===== config.mk =====
export PLATFORM = sky130hd
export DESIGN_NAME = elias_gamma_decoder
export DESIGN_NICKNAME = d
export VERILOG_FILES = /design/src/egd_pkg.sv /design/src/elias_gamma_decoder.sv
export SDC_FILE = /design/constraint.sdc
export NUM_CORES = 1
export LEC_CHECK = 0
export BUFFER_PORTS_ARGS = -buffer_cell sky130_fd_sc_hd__buf_2
export CORE_AREA = 2 2 133 135
export DETAILED_ROUTE_END_ITERATION = 6
export DIE_AREA = 0 0 135 137
export PLACE_DENSITY = 0.53
export SLEW_MARGIN = 30
export SYNTH_ARGS = -nofsm -noshare
export SYNTH_HDL_FRONTEND = slang
export SYNTH_SLANG_ARGS = --single-unit

===== constraint.sdc =====
create_clock -name aclk -period 4.35 [get_ports aclk]
set_input_delay 0.435 -clock aclk [delete_from_list [all_inputs] [get_ports aclk]]
set_output_delay 0.435 -clock aclk [all_outputs]
set_load 0.01 [all_outputs]

===== src/egd_pkg.sv =====
`timescale 1ns / 1ps

package egd_pkg;

    // Width of the code accumulator; a zero run that would reach CODE_BITS zeros is overlong
    localparam int CODE_BITS = 32;
    localparam int ZR_W      = $clog2(CODE_BITS);
    localparam int VALUE_W   = 32;
    localparam int STATUS_W  = 2;

    localparam logic [STATUS_W-1:0] ST_VALUE    = 2'd0;
    localparam logic [STATUS_W-1:0] ST_END      = 2'd1;
    localparam logic [STATUS_W-1:0] ST_TRUNC    = 2'd2;
    localparam logic [STATUS_W-1:0] ST_OVERLONG = 2'd3;

    typedef enum logic [3:0] {
        S_IDLE  = 4'b0001,
        S_BITS  = 4'b0010,
        S_TAIL  = 4'b0100,
        S_FLUSH = 4'b1000
    } egd_state_t;

endpackage


===== src/elias_gamma_decoder.sv =====
`timescale 1ns / 1ps
// Operation: an accepted byte is examined one bit per cycle, unless a bit is held because a
//   second result needs the busy output register; a result waits in the pending register first.
// Each byte passes through the bit-serial decode step, one end-of-byte step and one flush
//   step that also accepts the next byte.
// Reset: aresetn is synchronous, active low; it clears the decoder state, drops a held
//   result and any output transaction in flight.
module elias_gamma_decoder (
    input  logic                          aclk,
    input  logic                          aresetn,
    input  logic [7:0]                    s_data_byte,
    input  logic                          s_final_byte,
    input  logic                          s_valid,
    output logic                          s_ready,
    output logic [egd_pkg::VALUE_W-1:0]   m_value,
    output logic [egd_pkg::STATUS_W-1:0]  m_status,
    output logic                          m_byte_done,
    output logic                          m_stream_end,
    output logic                          m_valid,
    input  logic                          m_ready
);
    import egd_pkg::*;

    localparam logic [ZR_W-1:0] ZR_MAX = ZR_W'(CODE_BITS - 1);

    // Control state
    egd_state_t           state_reg, state_next;
    logic [2:0]           cnt_reg, cnt_next;
    logic                 final_reg, final_next;
    logic                 in_suffix_reg, in_suffix_next;
    logic [ZR_W-1:0]      zr_reg, zr_next;
    logic [ZR_W-1:0]      sl_reg, sl_next;
    logic [CODE_BITS-1:0] acc_reg, acc_next;
    logic                 pend_valid_reg, pend_valid_next;
    logic                 m_valid_reg;

    // Payload
    logic [7:0]           sh_reg, sh_next;
    logic [VALUE_W-1:0]   pend_value_reg, pend_value_next;
    logic [STATUS_W-1:0]  pend_status_reg, pend_status_next;
    logic [VALUE_W-1:0]   m_value_reg;
    logic [STATUS_W-1:0]  m_status_reg;
    logic                 m_byte_done_reg;
    logic                 m_stream_end_reg;

    // Bit-step datapath
    logic                         bit_b;
    logic [CODE_BITS-1:0]         acc_shift;
    logic [CODE_BITS-1:0]         acc_dec;
    logic [VALUE_W+CODE_BITS-1:0] acc_ext;
    logic                         gen;
    logic [VALUE_W-1:0]           gen_value;
    logic [STATUS_W-1:0]          gen_status;
    logic                         out_free;
    logic                         s_ready_c;
    logic                         push_en;
    logic                         push_done;
    logic                         push_end;
    logic                         extra;

    assign bit_b     = sh_reg[7];
    // The terminating one seeds acc with 1, so after z suffix bits acc = 2^z + suffix
    assign acc_shift = {acc_reg[CODE_BITS-2:0], bit_b};
    assign acc_dec   = acc_shift - CODE_BITS'(1);
    assign acc_ext   = {{VALUE_W{1'b0}}, acc_dec};
    assign out_free  = !m_valid_reg || m_ready;

    always_comb begin
        state_next       = state_reg;
        cnt_next         = cnt_reg;
        final_next       = final_reg;
        in_suffix_next   = in_suffix_reg;
        zr_next          = zr_reg;
        sl_next          = sl_reg;
        acc_next         = acc_reg;
        pend_valid_next  = pend_valid_reg;
        pend_value_next  = pend_value_reg;
        pend_status_next = pend_status_reg;
        sh_next          = sh_reg;
        gen              = 1'b0;
        gen_value        = '0;
        gen_status       = ST_VALUE;
        push_en          = 1'b0;
        push_done        = 1'b0;
        push_end         = 1'b0;
        s_ready_c        = 1'b0;
        extra            = 1'b0;

        case (state_reg)
            S_IDLE: begin
                s_ready_c = 1'b1;
            end

            S_BITS: begin
                // Decide whether this bit finishes a code
                if (!in_suffix_reg) begin
                    if (!bit_b) begin
                        if (zr_reg == ZR_MAX) begin
                            gen        = 1'b1;
                            gen_status = ST_OVERLONG;
                        end
                    end else if (zr_reg == '0) begin
                        gen = 1'b1;
                    end
                end else if (sl_reg == ZR_W'(1)) begin
                    gen       = 1'b1;
                    gen_value = acc_ext[VALUE_W-1:0];
                end

                // Hold the bit when a second result needs the busy output register
                if (!(gen && pend_valid_reg && !out_free)) begin
                    if (!in_suffix_reg) begin
                        if (!bit_b) begin
                            zr_next = (zr_reg == ZR_MAX) ? '0 : zr_reg + ZR_W'(1);
                        end else if (zr_reg != '0) begin
                            in_suffix_next = 1'b1;
                            sl_next        = zr_reg;
                            acc_next       = CODE_BITS'(1);
                        end
                    end else begin
                        acc_next = acc_shift;
                        sl_next  = sl_reg - ZR_W'(1);
                        if (sl_reg == ZR_W'(1)) begin
                            in_suffix_next = 1'b0;
                            zr_next        = '0;
                            sl_next        = '0;
                        end
                    end
                    if (gen) begin
                        push_en          = pend_valid_reg;
                        pend_valid_next  = 1'b1;
                        pend_value_next  = gen_value;
                        pend_status_next = gen_status;
                    end
                    sh_next  = {sh_reg[6:0], 1'b0};
                    cnt_next = cnt_reg + 3'd1;
                    if (cnt_reg == 3'd7) begin
                        state_next = S_TAIL;
                    end
                end
            end

            S_TAIL: begin
                if (final_reg) begin
                    // Close the stream: cut-off code, dropped padding or an empty final byte
                    extra = in_suffix_reg || (zr_reg != '0) || !pend_valid_reg;
                    if (!(extra && pend_valid_reg && !out_free)) begin
                        if (extra) begin
                            push_en          = pend_valid_reg;
                            pend_valid_next  = 1'b1;
                            pend_value_next  = '0;
                            pend_status_next = in_suffix_reg ? ST_TRUNC : ST_END;
                        end
                        in_suffix_next = 1'b0;
                        zr_next        = '0;
                        sl_next        = '0;
                        acc_next       = '0;
                        state_next     = S_FLUSH;
                    end
                end else begin
                    state_next = S_FLUSH;
                end
            end

            S_FLUSH: begin
                // Release the byte's last result, marked byte_done
                if (pend_valid_reg) begin
                    if (out_free) begin
                        push_en         = 1'b1;
                        push_done       = 1'b1;
                        push_end        = final_reg;
                        pend_valid_next = 1'b0;
                        state_next      = S_IDLE;
                        s_ready_c       = 1'b1;
                    end
                end else begin
                    state_next = S_IDLE;
                    s_ready_c  = 1'b1;
                end
            end

            default: begin
                state_next = S_IDLE;
            end
        endcase

        if (s_valid && s_ready_c) begin
            sh_next    = s_data_byte;
            final_next = s_final_byte;
            cnt_next   = '0;
            state_next = S_BITS;
        end
    end

    always_ff @(posedge aclk) begin
        if (!aresetn) begin
            state_reg      <= S_IDLE;
            cnt_reg        <= '0;
            final_reg      <= 1'b0;
            in_suffix_reg  <= 1'b0;
            zr_reg         <= '0;
            sl_reg         <= '0;
            acc_reg        <= '0;
            pend_valid_reg <= 1'b0;
            m_valid_reg    <= 1'b0;
        end else begin
            state_reg      <= state_next;
            cnt_reg        <= cnt_next;
            final_reg      <= final_next;
            in_suffix_reg  <= in_suffix_next;
            zr_reg         <= zr_next;
            sl_reg         <= sl_next;
            acc_reg        <= acc_next;
            pend_valid_reg <= pend_valid_next;
            if (push_en) begin
                m_valid_reg <= 1'b1;
            end else if (m_ready) begin
                m_valid_reg <= 1'b0;
            end
        end
    end

    always_ff @(posedge aclk) begin
        sh_reg          <= sh_next;
        pend_value_reg  <= pend_value_next;
        pend_status_reg <= pend_status_next;
        if (push_en) begin
            m_value_reg      <= pend_value_reg;
            m_status_reg     <= pend_status_reg;
            m_byte_done_reg  <= push_done;
            m_stream_end_reg <= push_end;
        end
    end

    assign s_ready      = s_ready_c;
    assign m_valid      = m_valid_reg;
    assign m_value      = m_value_reg;
    assign m_status     = m_status_reg;
    assign m_byte_done  = m_byte_done_reg;
    assign m_stream_end = m_stream_end_reg;

endmodule


# ---- Word-level counts from Yosys, hierarchy flattened
# Cells that the tools add are included.
dict set report word_totals {
  latchBits 0
  n_memories 0
  input_bits 13
  ramBits 0
  rom_bits 0
  ff_bits 130
}
dict set report classes {
  shift 0
  magnitude_cmp 0
  addsub 4
  eq_ne 25
  n_bitwise 3
  multipliers 0
  n_div 0
  n_mux 84
  reduce_logical 28
}
# operator n
set op_table {}
lappend op_table {{two-way mux 32 bit} 7}
lappend op_table {{two-way mux 31 bit} 6}
lappend op_table {{case mux 32 bit (2 select lines)} 1}
lappend op_table {{case mux 31 bit (2 select lines)} 1}
lappend op_table {{two-way mux 5 bit} 12}
lappend op_table {{subtractor 32 x 1 -> 32 bit (second input constant)} 1}
lappend op_table {{two-way mux 1 bit} 30}
lappend op_table {{two-way mux 4 bit} 6}
lappend op_table {{two-way mux 8 bit} 3}
lappend op_table {{!= test 3 bit (second input constant)} 8}
lappend op_table {{AND reduction 6 bit} 4}
lappend op_table {{two-way mux 2 bit} 10}
lappend op_table {{case mux 5 bit (2 select lines)} 2}
lappend op_table {{case mux 4 bit (4 select lines)} 1}
lappend op_table {{!= test 2 bit (second input constant)} 7}
lappend op_table {{AND reduction 5 bit} 2}
lappend op_table {{!= test 4 bit (second input constant)} 2}
lappend op_table {{case mux 1 bit (3 select lines)} 2}
lappend op_table {{nonzero test 2 bit} 3}
lappend op_table {{adder 5 x 1 -> 5 bit (second input constant)} 1}
lappend op_table {{== test 5 x 1 -> 1 bit (second input constant)} 1}
lappend op_table {{== test 5 bit (second input constant)} 1}
lappend op_table {{logical AND 1 bit} 5}
lappend op_table {{zero test 5 bit} 1}
lappend op_table {{19 further kinds} 27}

# ---- Depth between registers and ports, before layout
# Gate-level depths: netlist (run 1).
dict set report logic_depth {
  word_depth 10
  mapped_depth 8
  ltp_nobuf 8
}

# ---- Least setup slack after synthesis (run 1)
# OpenSTA, ideal clock, no wires.
dict set report synth_timing {
  path_type {register to register}
  from {reg zr_reg[0]}
  to {reg pend_status_reg[0] (enable)}
  required_time_ns 3.914
  setup_slack_ns 0.579
  synth_period_minus_slack_ns 3.771
  path_stages_with_launch 8
  setup_time_ns 0.436
  path_buffers 0
  arrival_time_ns 3.334
  path_cell_list {dfxtp_1 inv_1 ha_1 or4b_1 a211oi_1 o21ai_0 o21a_1 a21oi_1}
}
dict set report synth_between {
  elab_chain_len 9
}
# element line_no
set synth_rtl {}
lappend synth_rtl {{start, declared} elias_gamma_decoder.sv:31} ;# logic [ZR_W-1:0] zr_reg, zr_next;
lappend synth_rtl {{start signal, assigned} elias_gamma_decoder.sv:211} ;# zr_reg <= zr_next;
lappend synth_rtl {{== test 5 bit / zero test 5 bit (equally long branches)} {elias_gamma_decoder.sv:98, elias_gamma_decoder.sv:102}}
lappend synth_rtl {{two-way mux 1 bit (on tied branches)} {elias_gamma_decoder.sv:98, elias_gamma_decoder.sv:102}}
lappend synth_rtl {{two-way mux 1 bit} elias_gamma_decoder.sv:97} ;# if (!bit_b) begin
lappend synth_rtl {{two-way mux 1 bit} elias_gamma_decoder.sv:96} ;# if (!in_suffix_reg) begin
lappend synth_rtl {{two-way mux 1 bit} elias_gamma_decoder.sv:89} ;# case (state_reg)
lappend synth_rtl {{logical AND 1 bit (2 in series)} elias_gamma_decoder.sv:111} ;# if (!(gen && pend_valid_reg && !out_free)) begin
lappend synth_rtl {{!= test 2 bit (no source line)} --}
lappend synth_rtl {{AND reduction 6 bit (no source line) (*)} --}
lappend synth_rtl {{end signal, assigned} elias_gamma_decoder.sv:226} ;# pend_status_reg <= pend_status_next;
lappend synth_rtl {{end, declared} elias_gamma_decoder.sv:40} ;# logic [STATUS_W-1:0] pend_status_reg, pend_status_next;
# Every way passes the cells marked *; elsewhere a longest branch is shown, timed or not. The select of a mux whose other input is x is not followed.
# A chain may end at the register's enable or synchronous reset.

# ---- Worst setup path after layout (run 1)
dict set report layout_timing {
  from {reg in_suffix_reg}
  to {reg pend_value_reg[19] (enable)}
}
dict set report layout_between {
  elab_chain_len 6
}
# element line_no
set layout_rtl {}
lappend layout_rtl {{start, declared} elias_gamma_decoder.sv:30} ;# logic in_suffix_reg, in_suffix_next;
lappend layout_rtl {{start signal, assigned} elias_gamma_decoder.sv:210} ;# in_suffix_reg <= in_suffix_next;
lappend layout_rtl {{two-way mux 1 bit / logical OR 1 bit (equally long branches)} {elias_gamma_decoder.sv:96, elias_gamma_decoder.sv:146}}
lappend layout_rtl {{two-way mux 1 bit / logical OR 1 bit (equally long branches)} {elias_gamma_decoder.sv:89, elias_gamma_decoder.sv:146}}
lappend layout_rtl {{logical AND 1 bit (on tied branches) (2 in series)} {elias_gamma_decoder.sv:111, elias_gamma_decoder.sv:147}}
lappend layout_rtl {{!= test 2 bit (no source line)} --}
lappend layout_rtl {{AND reduction 6 bit (no source line) (*)} --}
lappend layout_rtl {{end signal, assigned} elias_gamma_decoder.sv:225} ;# pend_value_reg <= pend_value_next;
lappend layout_rtl {{end, declared} elias_gamma_decoder.sv:39} ;# logic [VALUE_W-1:0] pend_value_reg, pend_value_next;
# Marked as above.

==> results.md, run 1 <==
- The highest achievable clock rate is between 300 and 400 MHz.
- For the pin with the worst max-slew slack, the measured transition is 0.871 ns.
- The number of cells on the worst reg-to-reg path is 6.
- For the worst setup path, the data required time is 4.41 ns.
- The Yosys step of the flow raised 0 warnings.
- The worst hold path was traced through 3 stages.
- The biggest fanout along the worst timing path is 34.
- The number of optimization iterations in the first detailed-route pass is 5.
- The area growth from synthesis to final layout is 18.3%.
- After clock tree synthesis, the flow added hold-fix buffers numbering 0.
- Synthesis produced 545 cells.
- CTS built an H-tree with a depth of 4.
- The worst hold margin is around 0.25 ns.
- The switching part of the total is 0.221.
- The clock period minus final worst setup slack is ~3.1 ns.
- The worst setup path is launched from a flop.
- The setup TNS is 0 ns.
- In this run the power spent charging and discharging nets is 0.660 mW.
- The first global-routing pass estimated 20.2 mm of wire.
- In the final layout, the share of cells above drive strength 1 is 0.195.
- Across all layers, the routed design uses roughly 4.3k vias.
- The number of global-route vias before repair came to between 4k and 5k.
- The count of boundary I/O pins is 51.
- Using the TritonRoute via totals, the vias-per-cell ratio works out to 5.19.
- Setup violations remaining at the end of the flow were counted as 0.
- In this run the vertical extent of the chip is 137 um.
- Of the post-synthesis cell area, the dominant cell type holds 0.398.
- The part of the power in the clock network is 0.485.
- The number of synthesized flops with an enable pin is 78.
- The placed standard-cell area is 6350 um^2.
- The internal power contribution is about 2.3 mW.
- Measured on the finished design, the core utilization comes to 0.408.
- The sequential fraction of design power is 0.450.
- The met1 global-route usage is 0.178.
- The remaining number of nets flagged by the antenna check after routing is 0.
- Counting flops with an async set or reset pin after synthesis yields a share of 0.
- In this run the most used layer during global routing was met2.
- At the worst endpoint, the arrival time is 3.17 ns.
- The power per standard cell area is 429 nW/um^2.
- The kind of path behind the tightest hold check is primary input to flop.
- The antenna diode count is 0.
- The met2 demand-to-capacity share in global routing is 0.218.
- The met3 global-route usage is 0.0411.
- The most common cell after layout, fill and taps aside is sky130_fd_sc_hd__edfxtp_1.
- After synthesis, the cell types taking the most area are sky130_fd_sc_hd__edfxtp_1 40%, sky130_fd_sc_hd__dfxtp_1 18%, sky130_fd_sc_hd__a21oi_1 4.3%.
- The clock net in this run drives a total of 130 sinks.
- The clock slew seen by the registers of the worst setup and hold paths is 0.06 ns.
- In the layout the commonest cells are 78 x sky130_fd_sc_hd__edfxtp_1, 52 x sky130_fd_sc_hd__dfxtp_1, 51 x sky130_fd_sc_hd__nor2_1.
- Power comes to 2.98 mW.
- After detailed routing, the number of remaining DRC violations is 0.
- The total setup buffers inserted after CTS is 0.
- For this configuration, the core starts out at a cell density of 0.345.
- STA classifies the critical path endpoint as a flop.
- The mapped netlist covers 5880 um^2.
- The leakage power total is 2.44 nW.
- The number of buffers added on ports is 50.
- The critical path start-end classification is flop to flop.
- The total clock buffers created by CTS is 17.
- The total length of routed wires is between 10 and 15 mm.
- After filler insertion, the fill cell instance count of the layout stands at between 1.5k and 2k.
- The synthesized area divided by synthesized cell count is 10.8 um^2.
- The maximum VDD drop is around 0.00026 V.
- The total non-filler cell area in the finished layout is 6960 um^2.
- At the placement stage, the worst setup path has a slack of 1.29 ns.
- Max-cap violations in this run came to 0.
- The worst-case setup margin in the final layout is 1.24 ns.
- The region available for standard cell placement spans 17100 um^2.
- After synthesis, the netlist uses 59 different library cells.
- The number of antenna violations at the first check in global routing was 0.
- Of the total power, combinational logic draws 0.065.
- The share of the Yosys chip area taken by registers is 0.575.
- The headroom to the max-slew limit is 0.418.
- The layout net count is 604.
- The synthesized net count is ~570.
- The maximum number of pins on one net before global-route repair is 43.
- The worst clock skew on the final layout is 0.0178 ns.
- The longest clock path from root to sink contains 2 buffers.
- Setup repair after global routing left no endpoint under its margin.
- The max-slew violation count is 0.
- The wire-length estimate of the detail-placed layout is 7.75 mm.
- In the global route stage, overall resource usage came out at 0.138.
- The commonest register cell after synthesis is sky130_fd_sc_hd__edfxtp_1.
- The final standard cell count with taps included and fillers excluded is between 800 and 900.
- The die is ~140 um wide.
- The post-route fraction of the period consumed by the critical path is 0.714.
- The hold violation count in the final report is 0.
- The count of routing violations after the opening detailed-route iteration is 385.
- The routed length per instance is around 15 um.
- The cell row count is 48.
- The floorplan step defined a die boundary enclosing 18500 um^2.
- The clock reaches the later pin of the worst-skew pair after 0.42 ns.
- The tree is rooted in a sky130_fd_sc_hd__clkbuf_16.
- The run finished with clean final reports.
- After synthesis the netlist holds a flip-flop and latch count of 130.
- In this run, post-CTS repair resized a total of 0 instances.
- The congestion estimate from routability-driven global placement came to 0.806.
- The library cell occupying the most area in the post-synthesis netlist is sky130_fd_sc_hd__edfxtp_1.
- The aggregate global routing overflow is 0.
- TritonCTS built the clock tree.
- After detailed placement, the design holds a cell count of a little under 800.
[routing by layer]
layer,share of wire,vias to the layer above,wire length [um]
li1,-,2098,-
met1,0.46,2037,5650
met2,0.47,109,5750
met3,0.050,16,611
met4,0.014,0,166
met5,0,-,0
[final timing paths]
kind	from	end	slack (ns)
worst min register to register	pend_value_reg[19]	m_value[19]	0.41
worst max register to register	in_suffix_reg	pend_value_reg[19]	1.24
worst max-delay path	in_suffix_reg	pend_value_reg[19]	1.24
worst min-delay path	s_final_byte	final_reg	0.25
[synth_stat cells (4+ instances only)]
| cell | count |
|---|---|
| sky130_fd_sc_hd__nor3_1 | 6 |
| sky130_fd_sc_hd__nand2_1 | 27 |
| sky130_fd_sc_hd__ha_1 | 8 |
| sky130_fd_sc_hd__xor2_1 | 10 |
| sky130_fd_sc_hd__clkbuf_1 | 30 |
| sky130_fd_sc_hd__nand3_1 | 8 |
| sky130_fd_sc_hd__o21ai_0 | 45 |
| sky130_fd_sc_hd__nand4_1 | 34 |
| sky130_fd_sc_hd__inv_1 | 9 |
| sky130_fd_sc_hd__edfxtp_1 | 78 |
| sky130_fd_sc_hd__mux2i_1 | 8 |
| sky130_fd_sc_hd__nor4_1 | 6 |
| sky130_fd_sc_hd__or4_1 | 8 |
| sky130_fd_sc_hd__xnor2_1 | 16 |
| sky130_fd_sc_hd__nor2b_1 | 6 |
| sky130_fd_sc_hd__mux2_2 | 7 |
| sky130_fd_sc_hd__nand2b_1 | 4 |
| sky130_fd_sc_hd__nor2_1 | 51 |
| sky130_fd_sc_hd__or3_1 | 8 |
| sky130_fd_sc_hd__o22ai_1 | 4 |
| sky130_fd_sc_hd__a21oi_1 | 51 |
| sky130_fd_sc_hd__nor3_2 | 5 |
| sky130_fd_sc_hd__dfxtp_1 | 52 |
| sky130_fd_sc_hd__o21a_1 | 8 |
| sky130_fd_sc_hd__and2_1 | 4 |
| sky130_fd_sc_hd__o31ai_1 | 4 |
[cells by family after synthesis]
| group | Yosys count | synth area share |
|---|---|---|
| AOI/OAI and AO/OA | 131 | 0.128 |
| xor gates and xnor gates | 26 | 0.0387 |
| adders and majority gates | 8 | 0.0170 |
| buffers and inverters | 47 | 0.0319 |
| DFF | 130 | 0.575 |
| muxes | 15 | 0.0270 |
| and+or+nand+nor | 188 | 0.183 |
[critical path, stage by stage (launching register included)]
cell                      delay [ns]
sky130_fd_sc_hd__dfxtp_1        0.76
sky130_fd_sc_hd__nor4b_1        0.50
sky130_fd_sc_hd__and2_1         0.27
sky130_fd_sc_hd__o21ai_0        0.33
sky130_fd_sc_hd__o21a_1         0.34
sky130_fd_sc_hd__a21oi_4        0.11
sky130_fd_sc_hd__buf_4          0.41
[power groups by stage]
stage          logic, mW  registers (mW)  clock network (mW)
2_1_floorplan      0.163            1.36                   0
3_3_place_gp       0.190            1.37                   0
3_5_place_dp       0.194            1.37                   0
4_1_cts            0.195            1.34                1.48
5_1_grt            0.217            1.35                1.53
6_report           0.194            1.34                1.45
[cell type report]
cell class,instances,area (um^2),area share
inverter,10,37.5,0.00539
sequential,130,3380,0.486
timing repair buffer,56,295,0.0424
tap,225,282,0.0405
clock inverter,12,156,0.0225
clock buffer,20,447,0.0642
multi-input combinational,368,2360,0.339
Note: power is estimated with default switching activity, not from simulation.
==> run 2, diff against run 1 <==
--- a/config.mk
+++ b/config.mk
@@ -5,11 +5,12 @@
 export SDC_FILE = /design/constraint.sdc
 export NUM_CORES = 1
 export LEC_CHECK = 0
+export ABC_AREA = 1
 export BUFFER_PORTS_ARGS = -buffer_cell sky130_fd_sc_hd__buf_2
-export CORE_AREA = 2 2 133 135
+export CORE_AREA = 2 2 139 141
 export DETAILED_ROUTE_END_ITERATION = 6
-export DIE_AREA = 0 0 135 137
-export PLACE_DENSITY = 0.53
+export DIE_AREA = 0 0 141 143
+export PLACE_DENSITY = 0.55
 export SLEW_MARGIN = 30
 export SYNTH_ARGS = -nofsm -noshare
 export SYNTH_HDL_FRONTEND = slang
==> constraint.sdc (replaced) <==
create_clock -name aclk -period 2.7 [get_ports aclk]
set_input_delay 0.27 -clock aclk [delete_from_list [all_inputs] [get_ports aclk]]
set_output_delay 0.27 -clock aclk [all_outputs]
set_load 0.01 [all_outputs]
==> run 2 against run 1 <==
- sequential cell count stayed put
- synthesized cell count is 49% higher
- clock skew is 0.0052 ns lower
- core utilization is 0.074 points lower
- register-to-register slack worse by 1.0 ns
- global-route usage is 2.8 points higher
- wire length is 30% higher
- setup slack worse by 1.0 ns
- sequential share of layout area is 3.9 points lower
- design area is 8.7% higher
==> results.md, run 2 <==
- The top routing layer in use is met4 (unchanged).
- The total of max-cap violations came to 0 (unchanged).
- The total vias in the final route is 5333 (was 4260).
- The ratio of cells with drive above 1 in the final layout came to 0.161 (was 0.195).
- The maximum clock insertion buffer count is 2 (unchanged).
- The routed metal-1 wirelength is 7.41 mm (was 5.65 mm).
- The wire length of the first global-routing pass came to 26.1 mm (was 20.2 mm).
- The HPWL after detailed placement was 10.4 mm (was 7.75 mm).
- The clock sink count was 130 (unchanged).
- The core footprint was 18600 um^2 (was 17100 um^2).
- Top cells by count, synth: 194 x sky130_fd_sc_hd__nand2_1, 117 x sky130_fd_sc_hd__nor2_1, 85 x sky130_fd_sc_hd__inv_1 (was 78 x sky130_fd_sc_hd__edfxtp_1, 52 x sky130_fd_sc_hd__dfxtp_1, 51 x sky130_fd_sc_hd__a21oi_1, 51 x sky130_fd_sc_hd__nor2_1, 45 x sky130_fd_sc_hd__o21ai_0).
- The transition time at the pin with the least slew margin was 0.756 ns (was 0.871 ns).
- Most used cells in the layout excluding fill and tap cells: 194 x sky130_fd_sc_hd__nand2_1, 115 x sky130_fd_sc_hd__nor2_1, 85 x sky130_fd_sc_hd__inv_1 (was 78 x sky130_fd_sc_hd__edfxtp_1, 52 x sky130_fd_sc_hd__dfxtp_1, 51 x sky130_fd_sc_hd__nor2_1).
- The number of synthesized flops with an enable pin was 78 (unchanged).
- The highest achievable clock rate came to 404 MHz (was 322 MHz).
- The number of antenna violations at the first check in global routing is 0 (unchanged).
- The number of buffers added on ports came to 50 (unchanged).
- The maximum number of pins on one net before global-route repair came to 46 (was 43).
- The worst-case setup margin in the final layout was 0.222 ns (was 1.24 ns).
- The area of the die was 20200 um^2 (was 18500 um^2).
- The maximum VDD drop is 0.000531 V (was 0.000262 V).
- The total standard cell area after synthesis is 6460 um^2 (was 5880 um^2).
- The total length of routed met3 wires is 858 um (was 611 um).
- The max-slew violation count came to 0 (unchanged).
- The starting density of the core came to 0.348 (was 0.345).
- The clock slew seen by the registers of the worst setup and hold paths is 0.06 ns (about the same).
- The antenna diode count was 0 (unchanged).
- The total non-filler cell area in the finished layout is 7570 um^2 (was 6960 um^2).
- The commonest register cell after synthesis was sky130_fd_sc_hd__edfxtp_1 (unchanged).
- The biggest fanout along the worst timing path came to 34 (unchanged).
- The leakage power total was 3.26 nW (was 2.44 nW).
- The number of buffers inserted for hold repair after clock tree synthesis is 0 (unchanged).
- The clock period minus final worst setup slack is 2.48 ns (was 3.11 ns).
- Most area-consuming cells after synthesis: sky130_fd_sc_hd__edfxtp_1 36%, sky130_fd_sc_hd__dfxtp_1 16%, sky130_fd_sc_hd__nand2_1 11% (was sky130_fd_sc_hd__edfxtp_1 40%, sky130_fd_sc_hd__dfxtp_1 18%, sky130_fd_sc_hd__a21oi_1 4.3%).
- The cell chosen for the clock root was sky130_fd_sc_hd__clkbuf_16 (unchanged).
- The total clock buffers created by CTS is 17 (unchanged).
- The remaining number of nets flagged by the antenna check after routing is 0 (unchanged).
- The synthesized area divided by synthesized cell count was 7.96 um^2 (was 10.8 um^2).
- The headroom to the max-slew limit is 0.491 (was 0.418).
- The cell count after placement is 1077 (was 789).
- The setup TNS is 0 ns (unchanged).
- The total setup buffers inserted after CTS came to 0 (unchanged).
- The kind of end point of the critical path is a flop (unchanged).
- The kind of path behind the tightest hold check was primary input to flop (unchanged).
- The final standard cell count with taps included and fillers excluded is 1109 (was 821).
- The via-per-instance ratio is 4.81 (was 5.19).
- The worst setup timing slack at the placement stage is 0.168 ns (was 1.29 ns).
- The total global routing track utilization was 0.166 (was 0.138).
- The aggregate global routing overflow is 0 (unchanged).
- The number of global-route vias before repair is 5063 (was 4089).
- The count of routing violations after the opening detailed-route iteration was 398 (was 385).
- The critical path start-end classification is flop to flop (unchanged).
- The floorplan die height was 143 um (was 137 um).
- The library cell occupying the most area in the post-synthesis netlist is sky130_fd_sc_hd__edfxtp_1 (unchanged).
- The post-route fraction of the period consumed by the critical path is 0.918 (was 0.714).
- The most common cell after layout, fill and taps aside is sky130_fd_sc_hd__nand2_1 (was sky130_fd_sc_hd__edfxtp_1).
- Status: finished clean (unchanged).
- The routed length per instance is 14.3 um (was 14.8 um).
- The proportion of register bits with asynchronous set or reset after synthesis is 0 (unchanged).
- The library cell with the highest instance count after synthesis is sky130_fd_sc_hd__nand2_1 (was sky130_fd_sc_hd__edfxtp_1).
- The later-pin clock latency in the skew report came to 0.43 ns (was 0.42 ns).
- The count of warnings emitted by yosys is 0 (unchanged).
- The total length of routed wires came to 15.9 mm (was 12.2 mm).
- The area growth from synthesis to final layout is 17.1% (was 18.3%).
- The number of endpoints failing setup at the final stage is 0 (unchanged).
- The routability congestion estimate is 0.900 (was 0.806).
- The data required time at the worst endpoint is 2.81 ns (was 4.41 ns).
- Unrepaired setup endpoints after global routing: no (unchanged).
- The number of optimization iterations in the first detailed-route pass was 7 (was 5).
- The detailed route wirelength on metal2 is 7.30 mm (was 5.75 mm).
- The post-route DRC violation count came to 0 (unchanged).
- The fraction of synthesized cell area taken by the top area cell type is 0.363 (was 0.398).
- The hold violation count in the final report is 0 (unchanged).
- The layout net count was 883 (was 604).
- The element type at the critical path start is a flop (unchanged).
- The portion of the post-synthesis area used by sequential elements came to 0.524 (was 0.575).
- The number of distinct library cells after synthesis is 34 (was 59).
- The post-synthesis register bit count is 130 (unchanged).
- The placed standard-cell area is 7020 um^2 (was 6350 um^2).
- The horizontal die dimension is 141 um (was 135 um).
- The clock tree from TritonCTS was done (unchanged).
- The cell count after synthesis came to 812 (was 545).
- The worst clock skew on the final layout is 0.0126 ns (was 0.0178 ns).
- The maximum level of the CTS H-tree is 4 (unchanged).
- The power per standard cell area is 1080 nW/um^2 (was 429 nW/um^2).
- The synthesized net count is 833 (was 566).
- The cell row count is 50 (was 48).
- The endpoint arrival time on the critical path is 2.59 ns (was 3.17 ns).
- The count of boundary I/O pins is 51 (unchanged).
run 2: cell types whose count changed in the layout (fill, tap and decap cells not counted), moves of 15 or more:
cell                      previous run  this run
sky130_fd_sc_hd__nand3_1             8        72
sky130_fd_sc_hd__inv_2               0        38
sky130_fd_sc_hd__xnor2_1            16         0
sky130_fd_sc_hd__nand2_1            26       194
sky130_fd_sc_hd__inv_1               9        85
sky130_fd_sc_hd__nor2_1             51       115
sky130_fd_sc_hd__a21oi_1            49        34
sky130_fd_sc_hd__o21ai_0            45        15
sky130_fd_sc_hd__nand4_1            34        55
run 2: worst paths after layout:
kind	startpoint	endpoint	slack (ns)	depth (start not counted)
setup / recovery	zr_reg[0]	pend_value_reg[19]	0.22	12
hold / removal	s_data_byte[4]	sh_reg[4]	0.11	3
setup reg to reg	zr_reg[0]	pend_value_reg[19]	0.22	12
hold reg to reg	pend_value_reg[10]	m_value[10]	0.41	0
run 2: layout make-up:
cell class              count  area [um^2]
flip-flops and latches    130         3380
inverters                 123          462
clock buffers              20          437
multi-input cells         528         2490
repair buffers             62          390
fillers                  1891        11000
well taps                 234          293
clock inverters            12          110
run 2: repair_timing:
action                                  4_1_cts  5_1_grt
gates resized for setup                       0        1
endpoints found under the setup margin        0        1
endpoints found under the hold margin         0        0
run 2: power by group:
part	switching, mW	internal [mW]
registers	0.258	2.49
logic	2.26	1.04
clock network	0.875	1.26
total	3.39	4.79
run 2: metrics by stage:
step,utilization,hold WS [ns],power (mW)
CTS,0.407,0.0915,8.22
floorplan,-,0.400,5.21
detailed placement,0.378,0.407,6.04
finish,0.407,0.108,8.18
global route,0.407,0.104,8.84
global placement,0.378,0.404,6.05
run 2: kinds of logic (layout without fill, tap and decap cells):
family	count (synthesis)	in the layout	share of synthesized area
adder cells (fa/ha/maj)	8	8	0.0155
buffers and inverters	154	217	0.0922
XOR/XNOR	6	6	0.00813
AO/OA/AOI/OAI	55	55	0.0447
flip-flops	130	130	0.524
AND/OR/NAND/NOR	459	459	0.316
run 2: worst max-delay path: stages, from the launching register on:
cell and delay [ns]:
sky130_fd_sc_hd__dfxtp_1 0.34, sky130_fd_sc_hd__ha_1 0.22, sky130_fd_sc_hd__nand2_1 0.09, sky130_fd_sc_hd__nor2_1 0.04, sky130_fd_sc_hd__ha_1 0.20, sky130_fd_sc_hd__inv_1 0.06
sky130_fd_sc_hd__nand2_1 0.05, sky130_fd_sc_hd__nand2_1 0.09, sky130_fd_sc_hd__nand2_1 0.09, sky130_fd_sc_hd__nand3_1 0.31, sky130_fd_sc_hd__nand3_1 0.26, sky130_fd_sc_hd__nor2_4 0.16
sky130_fd_sc_hd__buf_12 0.21
run 2: metal layers:
layer  global-route usage  up-vias
li1                     -     2756
met1                0.215     2401
met2                0.265      152
met3               0.0439       24
met4               0.0684        0
met5                    0        -
==> run 3, diff against run 2 <==
--- a/config.mk
+++ b/config.mk
@@ -7,10 +7,11 @@
 export LEC_CHECK = 0
 export ABC_AREA = 1
 export BUFFER_PORTS_ARGS = -buffer_cell sky130_fd_sc_hd__buf_2
-export CORE_AREA = 2 2 139 141
+export CORE_AREA = 2 2 117 119
 export DETAILED_ROUTE_END_ITERATION = 6
-export DIE_AREA = 0 0 141 143
-export PLACE_DENSITY = 0.55
+export DIE_AREA = 0 0 119 121
+export MAX_ROUTING_LAYER = met4
+export PLACE_DENSITY = 0.72
 export SLEW_MARGIN = 30
 export SYNTH_ARGS = -nofsm -noshare
 export SYNTH_HDL_FRONTEND = slang
==> run 3 against run 2 <==
- design area is 0.28% lower
- cell count is 5.1% lower
- combinational power hardly changed
- non-clock buffer count is 1 higher
- clock power is 12% higher
- hold slack worse by 0.0062 ns
- largest cell class unchanged
- largest power group unchanged
==> results.md, run 3 (synthesis gave the netlist of run 2 again) <==
- The floorplan die height came to 121 um (was 143 um).
- The via-per-instance ratio is 5.20 (was 4.81).
- The antenna diode count is 0 (unchanged).
- The later-pin clock latency in the skew report came to 0.43 ns (about the same).
- The cell row count is 42 (was 50).
- The total clock buffers created by CTS is 17 (unchanged).
- The total of max-cap violations was 0 (unchanged).
- The count of cells resized by post-cts repair came to 0 (unchanged).
- The count of routing violations after the opening detailed-route iteration was 457 (was 398).
- The maximum number of pins on one net before global-route repair was 38 (was 46).
- The cell with the biggest individual delay on the critical path is sky130_fd_sc_hd__edfxtp_1 (was sky130_fd_sc_hd__dfxtp_1).
- The switching part of the total came to 0.405 (was 0.415).
- The critical path start-end classification is flop to flop (unchanged).
- The internal power contribution is 5.00 mW (was 4.79 mW).
- The area of the die is 14400 um^2 (was 20200 um^2).
- The placed standard-cell area came to 6930 um^2 (was 7020 um^2).
- The kind of path behind the tightest hold check is primary input to flop (unchanged).
- The kind of end point of the critical path is a flop (unchanged).
- The transition time at the pin with the least slew margin came to 0.623 ns (was 0.756 ns).
- The proportion of power drawn by combinational gates came to 0.389 (was 0.403).
- The HPWL after detailed placement is 9.73 mm (was 10.4 mm).
- The sequential fraction of design power is 0.327 (was 0.336).
- The maximum level of the CTS H-tree came to 4 (unchanged).
- The remaining number of nets flagged by the antenna check after routing is 0 (unchanged).
- The total non-filler cell area in the finished layout is 7550 um^2 (was 7570 um^2).
- The number of global-route vias before repair is 5192 (was 5063).
- The routed length per instance was 13.9 um (was 14.3 um).
- The layout net count was 884 (was 883).
- The post-route fraction of the period consumed by the critical path is 0.913 (was 0.918).
- The clock tree from TritonCTS is done (unchanged).
- The cell chosen for the clock root is sky130_fd_sc_hd__clkbuf_16 (unchanged).
- The max-slew violation count was 0 (unchanged).
- The total setup buffers inserted after CTS came to 0 (unchanged).
- The total global routing track utilization is 0.226 (was 0.166).
- The total length of routed wires is 14.6 mm (was 15.9 mm).
- The endpoint arrival time on the critical path is 2.62 ns (was 2.59 ns).
- Cell Chain, Critical Path: inv_1 > ha_1 > nand2_1 > nor2_1 > inv_1 > nor2_1 > nand4_1 > xor2_1 > nor2_1 (was ha_1 > nand2_1 > nor2_1 > ha_1 > inv_1 > nand2_1 > nand2_1 > nand2_1 > nand3_1 > nand3_1 > nor2_4 > buf_12).
- The count of boundary I/O pins is 51 (unchanged).
- The clock period minus final worst setup slack came to 2.46 ns (was 2.48 ns).
- The net load switching power is 3.40 mW (was 3.39 mW).
- The number of endpoints failing setup at the final stage was 0 (unchanged).
- The post-route DRC violation count was 0 (unchanged).
- The clock sink count came to 130 (unchanged).
- The stage delay of the slowest cell on the critical path was 0.45 ns (was 0.34 ns).
- The area growth from synthesis to final layout is 16.8% (was 17.1%).
- The highest achievable clock rate is 406 MHz (was 404 MHz).
- The clock slew seen by the registers of the worst setup and hold paths was 0.06 ns (about the same).
- The number of optimization iterations in the first detailed-route pass was 5 (was 7).
- The total vias in the final route is 5466 (was 5333).
- The most common cell after layout, fill and taps aside is sky130_fd_sc_hd__nand2_1 (unchanged).
- The element type at the critical path start is a flop (unchanged).
- The category of cells accounting for the largest share of critical-path delay is simple AND/OR/NAND/NOR gates (unchanged).
- The starting density of the core is 0.494 (was 0.348).
- The met1 global-route usage is 0.281 (was 0.215).
- The maximum clock insertion buffer count is 2 (unchanged).
- The setup TNS is 0 ns (unchanged).
- Unrepaired setup endpoints after global routing: no (unchanged).
- The core footprint is 13100 um^2 (was 18600 um^2).
- The ratio of cells with drive above 1 in the final layout was 0.166 (was 0.161).
- The power per standard cell area is 1110 nW/um^2 (was 1080 nW/um^2).
- The met2 demand-to-capacity share in global routing is 0.354 (was 0.265).
- The met3 global-route usage was 0.0545 (was 0.0439).
- The wire length of the first global-routing pass is 24.9 mm (was 26.1 mm).
- The horizontal die dimension is 119 um (was 141 um).
- The number of buffers and inverters on the critical path came to 2 (unchanged).
- The part of the power in the clock network is 0.284 (was 0.262).
- The number of antenna violations at the first check in global routing is 0 (unchanged).
- The aggregate global routing overflow is 0 (unchanged).
- Status: finished clean (unchanged).
- The leakage power total was 3.29 nW (was 3.26 nW).
- The hold violation count in the final report is 0 (unchanged).
- The biggest fanout along the worst timing path is 6 (was 34).
- Most used cells in the layout excluding fill and tap cells: 194 x sky130_fd_sc_hd__nand2_1, 116 x sky130_fd_sc_hd__nor2_1, 85 x sky130_fd_sc_hd__inv_1 (was 194 x sky130_fd_sc_hd__nand2_1, 115 x sky130_fd_sc_hd__nor2_1, 85 x sky130_fd_sc_hd__inv_1).
- The number of buffers inserted for hold repair after clock tree synthesis came to 0 (unchanged).
- The maximum VDD drop is 0.000557 V (was 0.000531 V).
- The data required time at the worst endpoint is 2.86 ns (was 2.81 ns).
- The headroom to the max-slew limit is 0.581 (was 0.491).
- The layer with the highest usage after global routing was met2 (unchanged).
- The number of buffers added on ports is 50 (unchanged).
- The routability congestion estimate is 0.964 (was 0.900).
- The worst clock skew on the final layout was 0.0152 ns (was 0.0126 ns).
- The cell type with the highest occurrence count on the critical path is sky130_fd_sc_hd__nor2_1 (was sky130_fd_sc_hd__nand2_1).
==> run 3: per-layer routing <==
layer  up-vias  part of all wire
met4         0             0.029
li1       2763                 -
met2       202              0.46
met1      2464              0.45
met5         -                 0
met3        37             0.064
==> run 3: worst register-to-register path: stages, from the launching register on <==
cell	delay (ns)
sky130_fd_sc_hd__edfxtp_1	0.45
sky130_fd_sc_hd__inv_1	0.22
sky130_fd_sc_hd__ha_1	0.31
sky130_fd_sc_hd__nand2_1	0.10
sky130_fd_sc_hd__nor2_1	0.32
sky130_fd_sc_hd__inv_1	0.10
sky130_fd_sc_hd__nor2_1	0.23
sky130_fd_sc_hd__nand4_1	0.15
sky130_fd_sc_hd__xor2_1	0.22
sky130_fd_sc_hd__nor2_1	0.07
==> run 3: path summary, 6_finish.rpt <==
check                     start                 end  slack (ns)  cells after the start
max reg2reg           sh_reg[7]  pend_value_reg[24]        0.24                      9
max                   sh_reg[7]  pend_value_reg[24]        0.24                      9
min reg2reg  pend_value_reg[29]         m_value[29]        0.42                      0
min              s_data_byte[3]           sh_reg[3]        0.10                      3
==> run 3: power by group through the flow <==
| stage | Clock (mW) | Combinational [mW] | Sequential [mW] |
|---|---|---|---|
| floorplan | 0 | 2.51 | 2.70 |
| global placement | 0 | 3.17 | 2.77 |
| detailed placement | 0 | 3.19 | 2.78 |
| CTS | 2.42 | 3.22 | 2.74 |
| global route | 2.52 | 3.73 | 2.79 |
| finish | 2.39 | 3.27 | 2.75 |
==> run 3: layout make-up <==
class / count / area (um^2)
multi-input cells: 528 / 2490
clock inverters: 14 / 179
fillers: 1178 / 5540
repair buffers: 63 / 373
inverters: 123 / 462
flip-flops and latches: 130 / 3380
well taps: 176 / 220
clock buffers: 18 / 439
==> run 3: through the flow <==
stage	utilization	worst slack (ns)	instances	hold WS, ns	total power, mW
2_1_floorplan	-	0.238	812	0.400	5.21
6_report	0.577	0.236	1052	0.101	8.40
3_3_place_gp	0.529	0.297	1020	0.402	5.94
5_1_grt	0.577	0.0357	1052	0.111	9.03
4_1_cts	0.577	0.269	1052	0.0847	8.39
3_5_place_dp	0.529	0.296	1020	0.405	5.97
